<file path="config.mk">
export PLATFORM = sky130hd
export DESIGN_NAME = scroll_cursor_window
export DESIGN_NICKNAME = d
export VERILOG_FILES = /design/src/scw_pkg.sv /design/src/scw_seq.sv /design/src/scroll_cursor_window.sv
export SDC_FILE = /design/constraint.sdc
export NUM_CORES = 1
export LEC_CHECK = 0
export BUFFER_PORTS_ARGS = -buffer_cell sky130_fd_sc_hd__buf_2
export CAP_MARGIN = 5
export CORE_MARGIN = 2
export CORE_UTILIZATION = 60
export DETAILED_ROUTE_END_ITERATION = 6
export PLACE_DENSITY = 0.87
export SLEW_MARGIN = 20
export SYNTH_ARGS = -nofsm -noshare
export SYNTH_HDL_FRONTEND = slang
export SYNTH_SLANG_ARGS = --single-unit
export TNS_END_PERCENT = 5
</file>
<file path="constraint.sdc">
create_clock -name clock -period 8.3 [get_ports clock]
set_input_delay 0.415 -clock clock [delete_from_list [all_inputs] [get_ports clock]]
set_output_delay 0.415 -clock clock [all_outputs]
set_load 0.02 [all_outputs]
</file>
<file path="src/scw_pkg.sv">
// Shared types, command codes and the microcode ROM of the scroll cursor window.
// Used by scw_seq and scroll_cursor_window; depends on nothing else.
`timescale 1ns / 1ps

package scw_pkg;

   localparam int POS_BITS_DEFAULT = 16;
   localparam int FIELD_BITS       = 16;
   localparam int CMD_BITS         = 3;
   localparam int CSR_INDEX_BITS   = 3;

   // Command codes of the request beat.
   localparam logic [CMD_BITS-1:0] CMD_HOME      = 3'd0;
   localparam logic [CMD_BITS-1:0] CMD_END       = 3'd1;
   localparam logic [CMD_BITS-1:0] CMD_UP        = 3'd2;
   localparam logic [CMD_BITS-1:0] CMD_DOWN      = 3'd3;
   localparam logic [CMD_BITS-1:0] CMD_PAGE_UP   = 3'd4;
   localparam logic [CMD_BITS-1:0] CMD_PAGE_DOWN = 3'd5;
   localparam logic [CMD_BITS-1:0] CMD_GO        = 3'd6;
   localparam logic [CMD_BITS-1:0] CMD_NOP       = 3'd7;

   // Configuration register indexes.
   localparam logic [CSR_INDEX_BITS-1:0] REG_LIST_MIN    = 3'd0;
   localparam logic [CSR_INDEX_BITS-1:0] REG_LIST_MAX    = 3'd1;
   localparam logic [CSR_INDEX_BITS-1:0] REG_LIST_SIZE   = 3'd2;
   localparam logic [CSR_INDEX_BITS-1:0] REG_PAGE_SIZE   = 3'd3;
   localparam logic [CSR_INDEX_BITS-1:0] REG_WRAP_ENABLE = 3'd4;

   // Datapath operations.
   localparam int OP_BITS = 3;
   localparam logic [OP_BITS-1:0] OP_NOP      = 3'd0;
   localparam logic [OP_BITS-1:0] OP_MOVE     = 3'd1;
   localparam logic [OP_BITS-1:0] OP_CLAMP    = 3'd2;
   localparam logic [OP_BITS-1:0] OP_ZERO_TOP = 3'd3;
   localparam logic [OP_BITS-1:0] OP_DIV_INIT = 3'd4;
   localparam logic [OP_BITS-1:0] OP_DIV_STEP = 3'd5;
   localparam logic [OP_BITS-1:0] OP_ALIGN    = 3'd6;
   localparam logic [OP_BITS-1:0] OP_COMMIT   = 3'd7;

   // Jump conditions.
   localparam int COND_BITS = 3;
   localparam logic [COND_BITS-1:0] COND_NEXT     = 3'd0;
   localparam logic [COND_BITS-1:0] COND_INACTIVE = 3'd1;
   localparam logic [COND_BITS-1:0] COND_INSIDE   = 3'd2;
   localparam logic [COND_BITS-1:0] COND_PS_ZERO  = 3'd3;
   localparam logic [COND_BITS-1:0] COND_DIV_MORE = 3'd4;

   // Program step addresses.
   localparam int STEP_BITS = 4;
   localparam logic [STEP_BITS-1:0] S_CHECK    = 4'd0;
   localparam logic [STEP_BITS-1:0] S_MOVE     = 4'd1;
   localparam logic [STEP_BITS-1:0] S_CLAMP    = 4'd2;
   localparam logic [STEP_BITS-1:0] S_TEST     = 4'd3;
   localparam logic [STEP_BITS-1:0] S_ZERO_TOP = 4'd4;
   localparam logic [STEP_BITS-1:0] S_DIV_INIT = 4'd5;
   localparam logic [STEP_BITS-1:0] S_DIV_STEP = 4'd6;
   localparam logic [STEP_BITS-1:0] S_ALIGN    = 4'd7;
   localparam logic [STEP_BITS-1:0] S_COMMIT   = 4'd8;

   typedef struct packed {
      logic [OP_BITS-1:0]   op;
      logic [COND_BITS-1:0] cond;
      logic [STEP_BITS-1:0] target;
      logic                 last;
   } uword_type;

   typedef struct packed {
      logic inactive;
      logic on_page;
      logic ps_zero;
      logic div_more;
      logic out_hold;
   } flags_type;

   typedef struct packed {
      uword_type word;
      logic      busy;
      logic      fire;
   } ctrl_type;

   function automatic uword_type ucode_rom(logic [STEP_BITS-1:0] step);
      uword_type w;
      unique case (step)
         S_CHECK:    w = '{op: OP_NOP,      cond: COND_INACTIVE, target: S_COMMIT,   last: 1'b0};
         S_MOVE:     w = '{op: OP_MOVE,     cond: COND_NEXT,     target: S_CHECK,    last: 1'b0};
         S_CLAMP:    w = '{op: OP_CLAMP,    cond: COND_NEXT,     target: S_CHECK,    last: 1'b0};
         S_TEST:     w = '{op: OP_NOP,      cond: COND_INSIDE,   target: S_COMMIT,   last: 1'b0};
         S_ZERO_TOP: w = '{op: OP_ZERO_TOP, cond: COND_PS_ZERO,  target: S_COMMIT,   last: 1'b0};
         S_DIV_INIT: w = '{op: OP_DIV_INIT, cond: COND_NEXT,     target: S_CHECK,    last: 1'b0};
         S_DIV_STEP: w = '{op: OP_DIV_STEP, cond: COND_DIV_MORE, target: S_DIV_STEP, last: 1'b0};
         S_ALIGN:    w = '{op: OP_ALIGN,    cond: COND_NEXT,     target: S_CHECK,    last: 1'b0};
         default:    w = '{op: OP_COMMIT,   cond: COND_NEXT,     target: S_CHECK,    last: 1'b1};
      endcase
      return w;
   endfunction

endpackage

</file>
<file path="src/scw_seq.sv">
// Microcode sequencer of the scroll cursor window: step counter, ROM fetch and jumps.
// Depends on scw_pkg for the control word, the flag struct and the ROM contents.
`timescale 1ns / 1ps

module scw_seq (
   input  logic                clock,
   input  logic                reset,
   input  logic                start,
   input  scw_pkg::flags_type  flags,
   output scw_pkg::ctrl_type   ctrl
);
   import scw_pkg::*;

   logic                 busy_ff, busy_in;
   logic [STEP_BITS-1:0] step_ff, step_in;
   uword_type            word;
   logic                 taken;
   logic                 fire;

   assign word = ucode_rom(step_ff);
   // The final step waits while the previous result still sits in the output register.
   assign fire = busy_ff && !(word.last && flags.out_hold);

   always_comb begin
      unique case (word.cond)
         COND_NEXT:     taken = 1'b0;
         COND_INACTIVE: taken = flags.inactive;
         COND_INSIDE:   taken = flags.on_page;
         COND_PS_ZERO:  taken = flags.ps_zero;
         COND_DIV_MORE: taken = flags.div_more;
         default:       taken = 1'b0;
      endcase
   end

   always_comb begin
      busy_in = busy_ff;
      step_in = step_ff;
      if (!busy_ff) begin
         if (start) begin
            busy_in = 1'b1;
            step_in = S_CHECK;
         end
      end else if (fire) begin
         if (word.last) begin
            busy_in = 1'b0;
            step_in = S_CHECK;
         end else if (taken) begin
            step_in = word.target;
         end else begin
            step_in = step_ff + STEP_BITS'(1);
         end
      end
   end

   always_ff @(posedge clock) begin
      if (reset) begin
         busy_ff <= 1'b0;
         step_ff <= S_CHECK;
      end else begin
         busy_ff <= busy_in;
         step_ff <= step_in;
      end
   end

   assign ctrl.word = word;
   assign ctrl.busy = busy_ff;
   assign ctrl.fire = fire;

endmodule

</file>
<file path="src/scroll_cursor_window.sv">
// Top level of the scroll cursor window: request and result channels, registers and datapath.
// Depends on scw_pkg and on scw_seq, which steps the microprogram.
`timescale 1ns / 1ps

// The block holds a cursor and the top of the visible page over a list bounded by list_min and
// list_max, and answers every request beat with one result beat carrying both after the command.
// A request is taken whenever the block is not busy; the command then runs as a short microcode
// program on a shared datapath, starting the cycle after the beat. A NOP, or a command other than
// GO on an empty list, goes straight to the commit step; one that leaves the cursor on its page
// skips the realignment, and one with page_size 0 sets the page top to zero instead. Otherwise
// the page top is found by a restoring divider that retires one quotient bit a cycle. The result
// sits in an output register, so a new request is taken while it waits; the next result waits for
// that register to drain. Configuration is taken while idle.

module scroll_cursor_window #(
   parameter int POS_BITS = scw_pkg::POS_BITS_DEFAULT
) (
   input  logic                                clock,
   input  logic                                reset,
   input  logic                                req_valid,
   output logic                                req_stall,
   input  logic [scw_pkg::CMD_BITS-1:0]        req_cmd,
   input  logic [scw_pkg::FIELD_BITS-1:0]      req_target_position,
   output logic                                rsp_valid,
   input  logic                                rsp_stall,
   output logic [scw_pkg::FIELD_BITS-1:0]      rsp_cursor_position,
   output logic [scw_pkg::FIELD_BITS-1:0]      rsp_page_top_position,
   input  logic                                csr_valid,
   output logic                                csr_ready,
   input  logic [scw_pkg::CSR_INDEX_BITS-1:0]  csr_index,
   input  logic [scw_pkg::FIELD_BITS-1:0]      csr_data
);
   import scw_pkg::*;

   localparam int SW       = POS_BITS + 2;
   localparam int CNT_BITS = $clog2(POS_BITS + 1);

   typedef logic signed [SW-1:0] spos_type;

   // Configuration and architectural state.
   logic [POS_BITS-1:0] list_min_ff, list_max_ff, list_size_ff, page_size_ff;
   logic                wrap_ff;
   logic [POS_BITS-1:0] cursor_ff, cursor_in;
   logic [POS_BITS-1:0] page_top_ff, page_top_in;

   // Working registers of the datapath.
   logic [CMD_BITS-1:0] cmd_ff;
   logic [POS_BITS-1:0] tgt_ff;
   spos_type            p_ff, p_in, t_ff, t_in;
   logic [POS_BITS-1:0] rem_ff, rem_in, dvd_ff, dvd_in;
   logic [CNT_BITS-1:0] cnt_ff, cnt_in;

   // Result register.
   logic                rsp_valid_ff, rsp_valid_in;
   logic [POS_BITS-1:0] rsp_cur_ff, rsp_top_ff;

   flags_type flags;
   ctrl_type  ctrl;
   logic      accept, commit, csr_write;

   spos_type lo_s, hi_s, ps_s, one_s, last_vis, pm, pp, t_ps, p_c, t_c;
   logic [POS_BITS:0] trial;

   assign lo_s     = spos_type'(list_min_ff);
   assign hi_s     = spos_type'(list_max_ff);
   assign ps_s     = spos_type'(page_size_ff);
   assign one_s    = spos_type'(1);
   assign t_ps     = t_ff + ps_s;
   assign last_vis = t_ps - one_s;

   scw_seq u_seq (
      .clock (clock),
      .reset (reset),
      .start (accept),
      .flags (flags),
      .ctrl  (ctrl)
   );

   assign req_stall = ctrl.busy;
   assign accept    = req_valid && !ctrl.busy;
   assign csr_ready = !ctrl.busy;
   assign csr_write = csr_valid && csr_ready;
   assign commit    = ctrl.fire && (ctrl.word.op == OP_COMMIT);

   assign flags.inactive = (cmd_ff == CMD_NOP) ||
                           ((cmd_ff != CMD_GO) && (list_size_ff == '0));
   assign flags.on_page  = !((p_ff < t_ff) || (p_ff > last_vis));
   assign flags.ps_zero  = (page_size_ff == '0);
   assign flags.div_more = (cnt_ff != CNT_BITS'(1));
   assign flags.out_hold = rsp_valid_ff && rsp_stall;

   // Line moves, wrapped or clamped at the ends.
   always_comb begin
      pm = p_ff - one_s;
      if (pm < lo_s) begin
         pm = wrap_ff ? hi_s : lo_s;
      end
      pp = p_ff + one_s;
      if (pp > hi_s) begin
         pp = wrap_ff ? lo_s : hi_s;
      end
   end

   // Clamp to the minimum first, then the maximum, so inverted bounds settle at list_max.
   always_comb begin
      p_c = (p_ff < lo_s) ? lo_s : p_ff;
      p_c = (p_c > hi_s) ? hi_s : p_c;
      t_c = (t_ff < lo_s) ? lo_s : t_ff;
      t_c = (t_c > hi_s) ? hi_s : t_c;
   end

   assign trial = {rem_ff, dvd_ff[POS_BITS-1]};

   always_comb begin
      p_in   = p_ff;
      t_in   = t_ff;
      rem_in = rem_ff;
      dvd_in = dvd_ff;
      cnt_in = cnt_ff;
      if (accept) begin
         p_in = spos_type'(cursor_ff);
         t_in = spos_type'(page_top_ff);
      end else if (ctrl.fire) begin
         unique case (ctrl.word.op)
            OP_MOVE: begin
               case (cmd_ff)
                  CMD_HOME: begin
                     p_in = lo_s;
                     t_in = lo_s;
                  end
                  CMD_END: p_in = hi_s;
                  CMD_UP: begin
                     p_in = pm;
                     if (pm < t_ff) t_in = t_ff - one_s;
                  end
                  CMD_DOWN: begin
                     p_in = pp;
                     if (pp > last_vis) t_in = t_ff + one_s;
                  end
                  CMD_PAGE_UP: begin
                     p_in = (p_ff != t_ff) ? t_ff : (p_ff - ps_s);
                  end
                  CMD_PAGE_DOWN: begin
                     if (p_ff != last_vis) begin
                        p_in = last_vis;
                     end else begin
                        p_in = p_ff + ps_s;
                        if (t_ps <= hi_s) t_in = t_ps;
                     end
                  end
                  CMD_GO:  p_in = spos_type'(tgt_ff);
                  default: p_in = p_ff;
               endcase
            end
            OP_CLAMP: begin
               p_in = p_c;
               t_in = t_c;
            end
            OP_ZERO_TOP: t_in = '0;
            OP_DIV_INIT: begin
               rem_in = '0;
               dvd_in = p_ff[POS_BITS-1:0];
               cnt_in = CNT_BITS'(POS_BITS);
            end
            OP_DIV_STEP: begin
               // Restoring divide: one quotient bit per cycle, only the remainder is kept.
               if (trial >= {1'b0, page_size_ff}) begin
                  rem_in = POS_BITS'(trial - {1'b0, page_size_ff});
               end else begin
                  rem_in = trial[POS_BITS-1:0];
               end
               dvd_in = {dvd_ff[POS_BITS-2:0], 1'b0};
               cnt_in = cnt_ff - CNT_BITS'(1);
            end
            OP_ALIGN: t_in = p_ff - spos_type'(rem_ff);
            default: begin
               p_in = p_ff;
            end
         endcase
      end
   end

   always_comb begin
      cursor_in    = cursor_ff;
      page_top_in  = page_top_ff;
      rsp_valid_in = rsp_valid_ff && rsp_stall;
      if (commit) begin
         cursor_in    = p_ff[POS_BITS-1:0];
         page_top_in  = t_ff[POS_BITS-1:0];
         rsp_valid_in = 1'b1;
      end
   end

   always_ff @(posedge clock) begin
      if (reset) begin
         list_min_ff  <= '0;
         list_max_ff  <= '0;
         list_size_ff <= '0;
         page_size_ff <= POS_BITS'(1);
         wrap_ff      <= 1'b0;
         cursor_ff    <= '0;
         page_top_ff  <= '0;
         rsp_valid_ff <= 1'b0;
      end else begin
         cursor_ff    <= cursor_in;
         page_top_ff  <= page_top_in;
         rsp_valid_ff <= rsp_valid_in;
         if (csr_write) begin
            unique case (csr_index)
               REG_LIST_MIN:    list_min_ff  <= POS_BITS'(csr_data);
               REG_LIST_MAX:    list_max_ff  <= POS_BITS'(csr_data);
               REG_LIST_SIZE:   list_size_ff <= POS_BITS'(csr_data);
               REG_PAGE_SIZE:   page_size_ff <= POS_BITS'(csr_data);
               REG_WRAP_ENABLE: wrap_ff      <= csr_data[0];
               default:         wrap_ff      <= wrap_ff;
            endcase
         end
      end
   end

   always_ff @(posedge clock) begin
      p_ff   <= p_in;
      t_ff   <= t_in;
      rem_ff <= rem_in;
      dvd_ff <= dvd_in;
      cnt_ff <= cnt_in;
      if (accept) begin
         cmd_ff <= req_cmd;
         tgt_ff <= POS_BITS'(req_target_position);
      end
      if (commit) begin
         rsp_cur_ff <= p_ff[POS_BITS-1:0];
         rsp_top_ff <= t_ff[POS_BITS-1:0];
      end
   end

   assign rsp_valid             = rsp_valid_ff;
   assign rsp_cursor_position   = FIELD_BITS'(rsp_cur_ff);
   assign rsp_page_top_position = FIELD_BITS'(rsp_top_ff);

   // A result beat appears only after the commit step of the program.
   a_rsp_after_commit: assert property (@(posedge clock) disable iff (reset)
      $rose(rsp_valid_ff) |-> $past(commit))
      else $error("result beat raised without a commit");

   // With ordered bounds the clamp step leaves the cursor inside them.
   a_clamp_bounds: assert property (@(posedge clock) disable iff (reset)
      (ctrl.fire && (ctrl.word.op == OP_CLAMP) && (list_min_ff <= list_max_ff))
      |=> (p_ff >= lo_s) && (p_ff <= hi_s))
      else $error("cursor outside bounds after clamp");

   // Realignment puts the cursor on the page that starts at the new top.
   a_align_page: assert property (@(posedge clock) disable iff (reset)
      (ctrl.fire && (ctrl.word.op == OP_ALIGN))
      |=> (t_ff <= p_ff) && ((p_ff - t_ff) < ps_s))
      else $error("page top realignment misses the cursor");

   // The divider never runs a step with its bit count exhausted.
   a_div_count: assert property (@(posedge clock) disable iff (reset)
      (ctrl.busy && (ctrl.word.op == OP_DIV_STEP)) |-> (cnt_ff != '0))
      else $error("divider stepped past its last bit");

endmodule
</file>
==> out/results.tsv <==
metric	value	unit
grt_pass1_vias	21800	
p_leak	9.81	nW
critPathRequiredTime	8.60	ns
synth_most_common_cell	nand2_1	
hp-class	primary input to register	
synth_top_area_share	0.166	
wl_per_cell	30.2	µm
path_max_fanout	32	
syn2layout_area_growth	9.41	%
setup_tns	0	ns
synth.distinct_cells	92	
drive_gt1_frac	0.100	
antenna_found_initial	3	
synth.ff_latch_count	234	
syn_area	21700	µm²
powerDensity	178	nW/µm²
async_flop_share	0	
portBuffers	77	
dieHeight	194	µm
die_w	194	µm
grt_max_degree	103	
worstMarginPinSlew	1.14	ns
r2r_cells	33	
power_switching	1.63	mW
synth_commonest_cells	370 x nand2_1, 281 x ha_1, 251 x a21oi_1	
detail-route-antenna-nets	0	
p_int	2.60	mW
setup_viol	0	
critPathSlowestCell	ha_1	
dr_total_vias	22500	
rows	69	
period_share	0.925	
path_common_cell	a21o_1	
post-route-util	0.668	
syn_nets	2962	
synthCells	2632	
clk_pin_slew	0.06	ns
slew_violations	0	
path_delay_family	compound AO/OA/AOI/OAI gates	
hold_depth	1	
overflow	0	
grt_pass1_wl	138000	µm
synth_top_area_cell	edfxtp_1	
viasPerCell	7.11	
die_area	37700	µm²
min_to	tgt_ff[14]$_DFFE_PP_	
root_buffer	clkbuf_16	
nets	3011	
startpoint_type	register	
clkSinkCount	234	
fmax	0.130	GHz
p_comb_frac	0.381	
hold_path.startpoint	req_target_position[14]	
hold_viol	0	
ios	78	
skew	0.00948	ns
p_sw_frac	0.385	
cts_tree	done	
gp_congestion	1.08	
share_seq_of_total_power	0.316	
outcome	complete, no violations	
drc	0	
numCtsBuffers	26	
first_iter_violations	2784	
synth_edf_count	120	
period_minus_slack	7.68	ns
ys.flop_type	edfxtp_1	
ys_seq_area_frac	0.271	
r2r_setup_slack	0.62	ns
setup.worst_path.class	register to register	
core	35600	µm²
r2r_start	list_min_ff[1]$_SDFFE_PP0P_	
clockBufferDepth	3	
hold_ws	0.00183	ns
path_buf_inv	2	
r2r-end	t_ff[15]$_DFFE_PP_	
cp-end-kind	register	
pre_cts_slack	0.903	ns
pwr-share-clk	0.302	
fillers	2859	
synthTopCellsByArea	edfxtp_1 17%, ha_1 16%, dfxtp_1 11%, nand2_1 6.4%, a21oi_1 5.8%	
ir_worst_vdd	227	µV
rsz0062_at_grt	no	
initial_utilization	0.610	
routed_wl	95700	µm
crit_start	list_min_ff[1]$_SDFFE_PP0P_	
final_cells	3163	
syn_area_per_cell	8.25	µm²
h-tree-depth	1	
slowest_delay	0.70	ns
cp.arrival	7.98	ns
place_hpwl	71700	µm
drtPass1Iterations	6	
clk_latency	0.59	ns
relSlewSlack	0.236	
max_cap_violations	0	
setup_ws	0.619	ns
grt_usage	0.490	
dp_cells	3110	
ys_warn_count	0	
-- how the worst max path moves through the flow --
stage / endpoint / slack [ns] / cells past startpoint
2_1_floorplan: t_ff[13]$_DFFE_PP_ / 1.51 / 35
3_5_place_dp: t_ff[14]$_DFFE_PP_ / 0.90 / 33
5_1_grt: t_ff[14]$_DFFE_PP_ / 0.16 / 33
3_3_place_gp: t_ff[15]$_DFFE_PP_ / 0.99 / 33
6_report: t_ff[15]$_DFFE_PP_ / 0.62 / 33
4_1_cts: t_ff[14]$_DFFE_PP_ / 0.85 / 33
-- routing by layer --
| metal | track usage | share of wire |
|---|---|---|
| met1 | 0.616 | 0.36 |
| met2 | 0.730 | 0.41 |
| met3 | 0.143 | 0.14 |
| met4 | 0.329 | 0.083 |
| met5 | 0 | 0.00037 |
-- cells in the final DEF (no fill, tap or decap), types with 12 or more instances in the layout --
master	synthesis	layout
o211ai_1	18	18
a211oi_1	22	22
dfxtp_1	114	113
inv_1	153	152
o21ai_0	147	146
ha_1	281	281
o221ai_1	39	39
a221oi_1	30	30
buf_4	0	71
xor2_1	42	42
or3_1	14	13
nor2b_1	28	28
a31oi_1	13	13
buf_2	7	76
nor4_1	21	21
nand3_1	46	46
nor3_1	45	44
o31ai_1	12	12
or2_2	12	12
o21bai_1	16	16
nand2b_1	27	27
a21o_1	82	82
clkbuf_16	0	29
mux2_2	25	25
mux2i_1	87	87
edfxtp_1	120	120
nand2_1	370	370
nor2_1	168	164
o21a_1	33	33
nand4_1	32	32
xnor2_1	80	80
a21oi_1	251	249
-- flip-flops by register name, summed over array words and instances, names as in the netlist, 16 cells and up, named ones only --
signal / cells
p_ff: 18
t_ff: 18
cursor_ff: 16
dvd_ff: 16
list_max_ff: 16
list_min_ff: 16
list_size_ff: 16
page_size_ff: 16
page_top_ff: 16
rem_ff: 16
rsp_cursor_position: 16
rsp_page_top_position: 16
tgt_ff: 16
-- layout make-up --
cell class / count / area [µm²] / area share
clock buffers: 34 / 758 / 0.0319
repair buffers: 153 / 1020 / 0.0428
flip-flops and latches: 234 / 5890 / 0.248
well taps: 461 / 577 / 0.0243
multi-input cells: 2111 / 14700 / 0.621
clock inverters: 14 / 183 / 0.00769
inverters: 155 / 582 / 0.0245
diodes: 1 / 2.50 / 0.000105
-- per-stage QoR --
stage	power (mW)	area [µm²]
floorplan	2.35	21700
global placement	2.85	22700
detailed placement	2.88	22700
CTS	4.14	23700
global route	4.36	23700
finish	4.22	23800
-- power groups by stage --
stage / combinational [mW] / sequential, mW / clock (mW)
after floorplan: 1.02 / 1.33 / 0
after global placement: 1.49 / 1.35 / 0
after detailed placement: 1.52 / 1.35 / 0
after CTS: 1.54 / 1.33 / 1.27
after global routing: 1.72 / 1.33 / 1.31
final: 1.61 / 1.34 / 1.28
-- kinds of logic after synthesis --
logic type	synth area share
compound gates	0.225
xor+xnor	0.0531
fa+ha+maj	0.168
buf+inv	0.0509
flops	0.271
mux	0.0546
simple gates	0.177
-- what timing repair did --
action                    in CTS  in global routing
setup buffers                  0                  0
hold endpoints to repair       2                  0
hold buffers                   2                  0
resized for setup              0                  0
No activity file was read; power rests on OpenSTA's default activity.
